## src/sv/hck_pkg.sv

```systemverilog
// Shared types, codes and helpers for the hybrid chassis kinematics core.
package hck_pkg;

  typedef enum logic {
    OP_INVERSE = 1'b0,
    OP_FORWARD = 1'b1
  } op_e;

  typedef enum logic [2:0] {
    MISS_NONE = 3'd0,
    MISS_FL   = 3'd1,
    MISS_FR   = 3'd2,
    MISS_BL   = 3'd3,
    MISS_BR   = 3'd4
  } miss_e;

  typedef enum logic [2:0] {
    REG_ARM_FL     = 3'd0,
    REG_ARM_FR     = 3'd1,
    REG_ARM_BL     = 3'd2,
    REG_ARM_BR     = 3'd3,
    REG_HALF_TRACK = 3'd4
  } reg_e;

  localparam int unsigned ArmW      = 24;
  localparam int unsigned DenW      = ArmW + 1;
  localparam int unsigned NumW      = 34;
  // Magnitude of the numerator fits 33 bits; sixteen fraction bits are appended.
  localparam int unsigned DivBits   = NumW - 1 + 16;
  localparam int unsigned DivSteps  = 7;
  localparam int unsigned DivStages = DivBits / DivSteps;
  localparam int unsigned DivLat    = DivStages + 1;

  localparam int unsigned InW  = 232;
  localparam int unsigned OutW = 296;

  // Values carried beside the dividers from the first stage to the output.
  typedef struct packed {
    op_e                 op;
    miss_e               miss;
    logic                trk;
    logic signed [31:0]  vx;
    logic signed [31:0]  vy;
    logic signed [40:0]  rfl;
    logic signed [40:0]  rfr;
    logic signed [40:0]  rbl;
    logic signed [40:0]  rbr;
    logic signed [40:0]  rt;
    logic signed [33:0]  b1;
    logic signed [33:0]  b2;
    logic signed [26:0]  c1;
    logic signed [26:0]  c2;
    logic                neg1;
    logic                neg2;
    logic                quart;
  } pay_t;

  function automatic logic [31:0] sat32(input logic signed [44:0] x);
    logic [31:0] r;
    if (x > 45'sh0_7FFF_FFFF) begin
      r = 32'h7FFF_FFFF;
    end else if (x < -45'sh0_8000_0000) begin
      r = 32'h8000_0000;
    end else begin
      r = x[31:0];
    end
    return r;
  endfunction

endpackage

```

## src/sv/hck_div.sv

```systemverilog
// Pipelined restoring divider: (num * 2^16) / den, truncated and saturated to 32 bits.
module hck_div
  import hck_pkg::*;
(
  input  logic                   clk_i,
  input  logic                   en_i,
  input  logic signed [NumW-1:0] num_i,
  input  logic [DenW-1:0]        den_i,
  output logic [31:0]            quo_o,
  output logic                   fault_o
);

  logic [DenW-1:0]    rem_q [DivStages];
  logic [DivBits-1:0] wrk_q [DivStages];
  logic [DenW-1:0]    den_q [DivStages];
  logic               neg_q [DivStages];

  logic [DenW-1:0]    rem_in [DivStages];
  logic [DivBits-1:0] wrk_in [DivStages];
  logic [DenW-1:0]    den_in [DivStages];
  logic               neg_in [DivStages];

  logic [NumW-1:0] mag;
  logic [31:0]     quo_q;
  logic            fault_q;

  assign mag = num_i[NumW-1] ? NumW'(-num_i) : NumW'(num_i);

  for (genvar s = 0; s < DivStages; s++) begin : g_stage
    if (s == 0) begin : g_first
      assign rem_in[s] = '0;
      assign wrk_in[s] = {mag[NumW-2:0], 16'h0000};
      assign den_in[s] = den_i;
      assign neg_in[s] = num_i[NumW-1];
    end else begin : g_next
      assign rem_in[s] = rem_q[s-1];
      assign wrk_in[s] = wrk_q[s-1];
      assign den_in[s] = den_q[s-1];
      assign neg_in[s] = neg_q[s-1];
    end

    logic [DenW-1:0]    rem_d;
    logic [DivBits-1:0] wrk_d;

    // Each step shifts one dividend bit into the remainder and one quotient bit in.
    always_comb begin
      logic [DenW:0] tmp;
      logic          ge;
      rem_d = rem_in[s];
      wrk_d = wrk_in[s];
      for (int i = 0; i < DivSteps; i++) begin
        tmp   = {rem_d, wrk_d[DivBits-1]};
        ge    = (tmp >= {1'b0, den_in[s]});
        wrk_d = {wrk_d[DivBits-2:0], ge};
        rem_d = ge ? DenW'(tmp - {1'b0, den_in[s]}) : tmp[DenW-1:0];
      end
    end

    always_ff @(posedge clk_i) begin
      if (en_i) begin
        rem_q[s] <= rem_d;
        wrk_q[s] <= wrk_d;
        den_q[s] <= den_in[s];
        neg_q[s] <= neg_in[s];
      end
    end
  end

  logic [31:0] quo_d;
  logic        fault_d;
  logic [DivBits-1:0] qm;

  always_comb begin
    qm      = wrk_q[DivStages-1];
    fault_d = (den_q[DivStages-1] == '0);
    if (fault_d) begin
      quo_d = neg_q[DivStages-1] ? 32'h8000_0000 : 32'h7FFF_FFFF;
    end else if (!neg_q[DivStages-1]) begin
      quo_d = (qm > DivBits'(32'h7FFF_FFFF)) ? 32'h7FFF_FFFF : qm[31:0];
    end else begin
      quo_d = (qm > DivBits'(32'h8000_0000)) ? 32'h8000_0000 : 32'(-qm[31:0]);
    end
  end

  always_ff @(posedge clk_i) begin
    if (en_i) begin
      quo_q   <= quo_d;
      fault_q <= fault_d;
    end
  end

  assign quo_o   = quo_q;
  assign fault_o = fault_q;

endmodule
```

## config.mk

```make
export PLATFORM = sky130hd
export DESIGN_NAME = hck_div
export DESIGN_NICKNAME = d
export VERILOG_FILES = /design/src/sv/hck_pkg.sv /design/src/sv/hck_div.sv
export SDC_FILE = /design/constraint.sdc
export NUM_CORES = 2
export LEC_CHECK = 0
export ABC_AREA = 1
export BUFFER_PORTS_ARGS = -buffer_cell sky130_fd_sc_hd__buf_2
export CORE_ASPECT_RATIO = 1.1
export CORE_MARGIN = 2
export CORE_UTILIZATION = 55
export DETAILED_ROUTE_END_ITERATION = 6
export HOLD_SLACK_MARGIN = 0.02
export PLACE_DENSITY = 0.71
export SLEW_MARGIN = 10
export SYNTH_ARGS = -nofsm -noshare
export SYNTH_HDL_FRONTEND = slang
export SYNTH_SLANG_ARGS = --single-unit
```

## constraint.sdc

```tcl
create_clock -name clk_i -period 21.6 [get_ports clk_i]
set_input_delay 3.24 -clock clk_i [delete_from_list [all_inputs] [get_ports clk_i]]
set_output_delay 3.24 -clock clk_i [all_outputs]
set_load 0.01 [all_outputs]
```

==> impl_results.md <==
- Yosys top cell area share: 20.5%
- Slew Limit Fails: 0
- Worst setup path endpoint: rem_q[2][19]
- TritonCTS Buffers: 73
- Clock period minus worst slack: between 20 and 25 ns
- Post-Syn Instances: between 10k and 15k
- RSZ-0062 raised after global routing: false
- Netlist cell types: between 70 and 80
- Die ar.: 0.169 mm²
- Syn_nets: approximately 15k
- Compound-gate portion of the synthesized area: 18.8%
- Remaining antenna violation count after routing: 0
- Vias in the first global route: 87.6k
- Most frequent cell after synthesis: nand2_1
- Xor and xnor area share after synthesis: about a tenth
- Routed wire per std cell: approximately 20 µm
- Core Box Area: roughly 0.16 mm²
- Reg2Reg Depth: roughly 100
- Clk_lat worst skew: slightly above 0.7 ns
- GRT Util Overall: between 30% and 40%
- Worst-path clk slew: 0.06 ns
- Nets: roughly 15k
- Antenna violations before repair: 8
- Setup crit end kind: register
- CP dominant cell by count: nand2_1
- Post-route setup TNS: 0 ns
- Post-synth EDFFs: around 620
- Simple-Gate Fraction of Synth Area: between 20 and 30%
- Port bufs: 93
- Synth cell count leaders: nand2_1, inv_1, a21oi_1
- Max stage delay on crit path: a little over 0.5 ns
- CP startpoint kind: register
- Synth warn: 0
- Sequential share of the synthesized area: approximately a fifth
- Kind of cell adding the most delay to the critical path: simple AND/OR/NAND/NOR gates
- Hold Path Class: reg -> reg
- Clock root cell: clkbuf_16
- Peak Freq: between 40 and 50 MHz
- Design Area, Final: just under 0.1 mm²
- Async set-reset flop share out of synthesis: 0%
- Via density: ~5.9
- Die extent in y: between 400 and 500 µm
- Status: finished clean
- Non-Filler Instances: between 15k and 20k
- DR iter-0 viols: 7163
- Largest net degree at the start of global routing: around 170
- Die Span X: 392 µm
- First-pass GRT wire length: about 470000 µm
- Top FF cell, synth: edfxtp_1
- Flop-to-flop setup slack: ~1.5 ns
- Worst Tran Pin Value: approximately 1.1 ns
- Mapped cell area: between 0.09 and 0.1 mm²
- Fraction of layout instances using a drive strength above 1: 4.99%
- Mux contribution to synthesized area: less than 1%
- Top Ports: 94
- Slew HR: ~28%
- # H-tree levels: 3
- Dpl cells: about 16k
- Slowest cell on the critical path: nor4_2
- Critical path launch point: den_q[1][7]
- GPL Wtd Cong: 1.09
- Final Hold Slack: 0.398 ns
- CP Class: reg -> reg
- Post-DP HPWL: between 200000 and 250000 µm
- # rows: roughly 160
- Fin crit share: approximately 93%
- Synth Area in Adders: approximately 17%
- Final setup viols: 0
- Area added between synthesis and finish: 6.89%
- Hold Violations, Final: 0
- Worst hold start: wrk_q[5][31]
- Synth area leader: edfxtp_1
- Worst Skew: ~0.054 ns
- Post-DP Area: approximately 0.095 mm²
- WP data required: around 22 ns
- CP max FO: 26
- CTS tree: built
- FF-to-FF Start: den_q[1][7]
- Synthesized area per cell: ~7 µm²
- RR Endpoint: rem_q[2][19]
- Clock Path Buffers: 3
- Fillers: between 15k and 20k
- Clock sink count: 623
- Initial Utilization: between 50% and 60%
- Largest family of logic cells by synthesized area: simple AND/OR/NAND/NOR gates
- Logic depth of the worst path, buffers included: between 100 and 150
- Arr. time, crit path: approximately 21 ns
- Crit path buf inv count: 14
- Top cells by area, synth: edfxtp_1, ha_1, nand2_1, a21oi_1, inv_1
- Max Cap Viol: 0
- DRC Markers: 0
- WL final: 310000 µm
- GRT Residual Overflow: 0
- Drt first pass iters: 6
- # hold bufs at CTS: 0
- Seq cells post-synth: between 600 and 700
- Total number of vias: approximately 93k
[flip-flops by register name, indices dropped and copies added, names as in the netlist]
name     count
wrk_q      258
quo_o       32
den_q      175
fault_o      1
rem_q      150
neg_q        7
[cell families (layout without fill, tap and decap cells)]
kind of cell	after synthesis	in the layout
AND/OR/NAND/NOR	5603	5606
AO/OA/AOI/OAI	3089	3089
buffers and inverters	1747	1959
adder cells (fa/ha/maj)	1226	1226
XOR/XNOR	1074	1074
flip-flops	623	623
multiplexers	1	1
other	0	1
[timing repair]
item / CTS / global route
setup endpoints to repair: 0 / 107
buffers inserted: 0 / 11
resized for setup: 0 / 35
hold endpoints to repair: 0 / 0
[cell usage in the layout, fill, tap and decap left out, types with 45 or more instances in the layout]
cell / instances
nand3_1: 625
xor2_1: 564
buf_4: 213
ha_1: 1191
o21ai_0: 1050
nand2_1: 3635
nor2_1: 756
o21ai_1: 176
a211oi_1: 52
nand4_1: 138
xnor2_1: 510
a31oi_1: 89
a21o_1: 86
inv_1: 1463
nor3_1: 155
a21oi_1: 1234
o21bai_1: 83
buf_2: 92
o21a_1: 64
nor4_1: 84
clkbuf_16: 76
a21boi_0: 45
or2_2: 48
edfxtp_1: 623
[area by class of cell]
cell class                      instances  area [µm²]  area share (%)
Clock buffer                           85        1940            1.98
Sequential cell                       623       18700            19.2
Antenna cell                            1        2.50         0.00256
Tap cell                             2212        2770            2.84
Multi-Input combinational cell      11000       65700            67.3
Timing Repair inverter                  4        22.5          0.0231
Timing Repair Buffer                  314        2230            2.29
Inverter                             1512        5710            5.85
Clock inverter                         44         488           0.500
[worst min path at each step]
stage,end,cells past startpoint
6_report,wrk_q[6][38],0
5_1_grt,wrk_q[6][38],0
4_1_cts,wrk_q[6][38],0
3_5_place_dp,neg_q[2],0
3_3_place_gp,wrk_q[2][9],0
2_1_floorplan,neg_q[1],0
[through the flow]
stage | worst slack [ns] | util [%]
CTS | 0.555 | 59.2
global route | 0.0251 | 59.3
floorplan | 3.95 | -
global placement | 0.586 | 57.7
finish | 1.50 | 59.3
detailed placement | 0.513 | 57.7
[routing by layer]
layer / track usage, % / routed length, µm / vias to the layer above
met5: 0 / 51 / -
met4: 20.3 / 19900 / 8
met3: 4.38 / 19500 / 826
met2: 59.6 / 142000 / 3164
met1: 43.8 / 128000 / 42700
li1: - / - / 45800
Power is not shown: default switching activity piles up to over one toggle a cycle in this logic, so the estimate is an artifact.
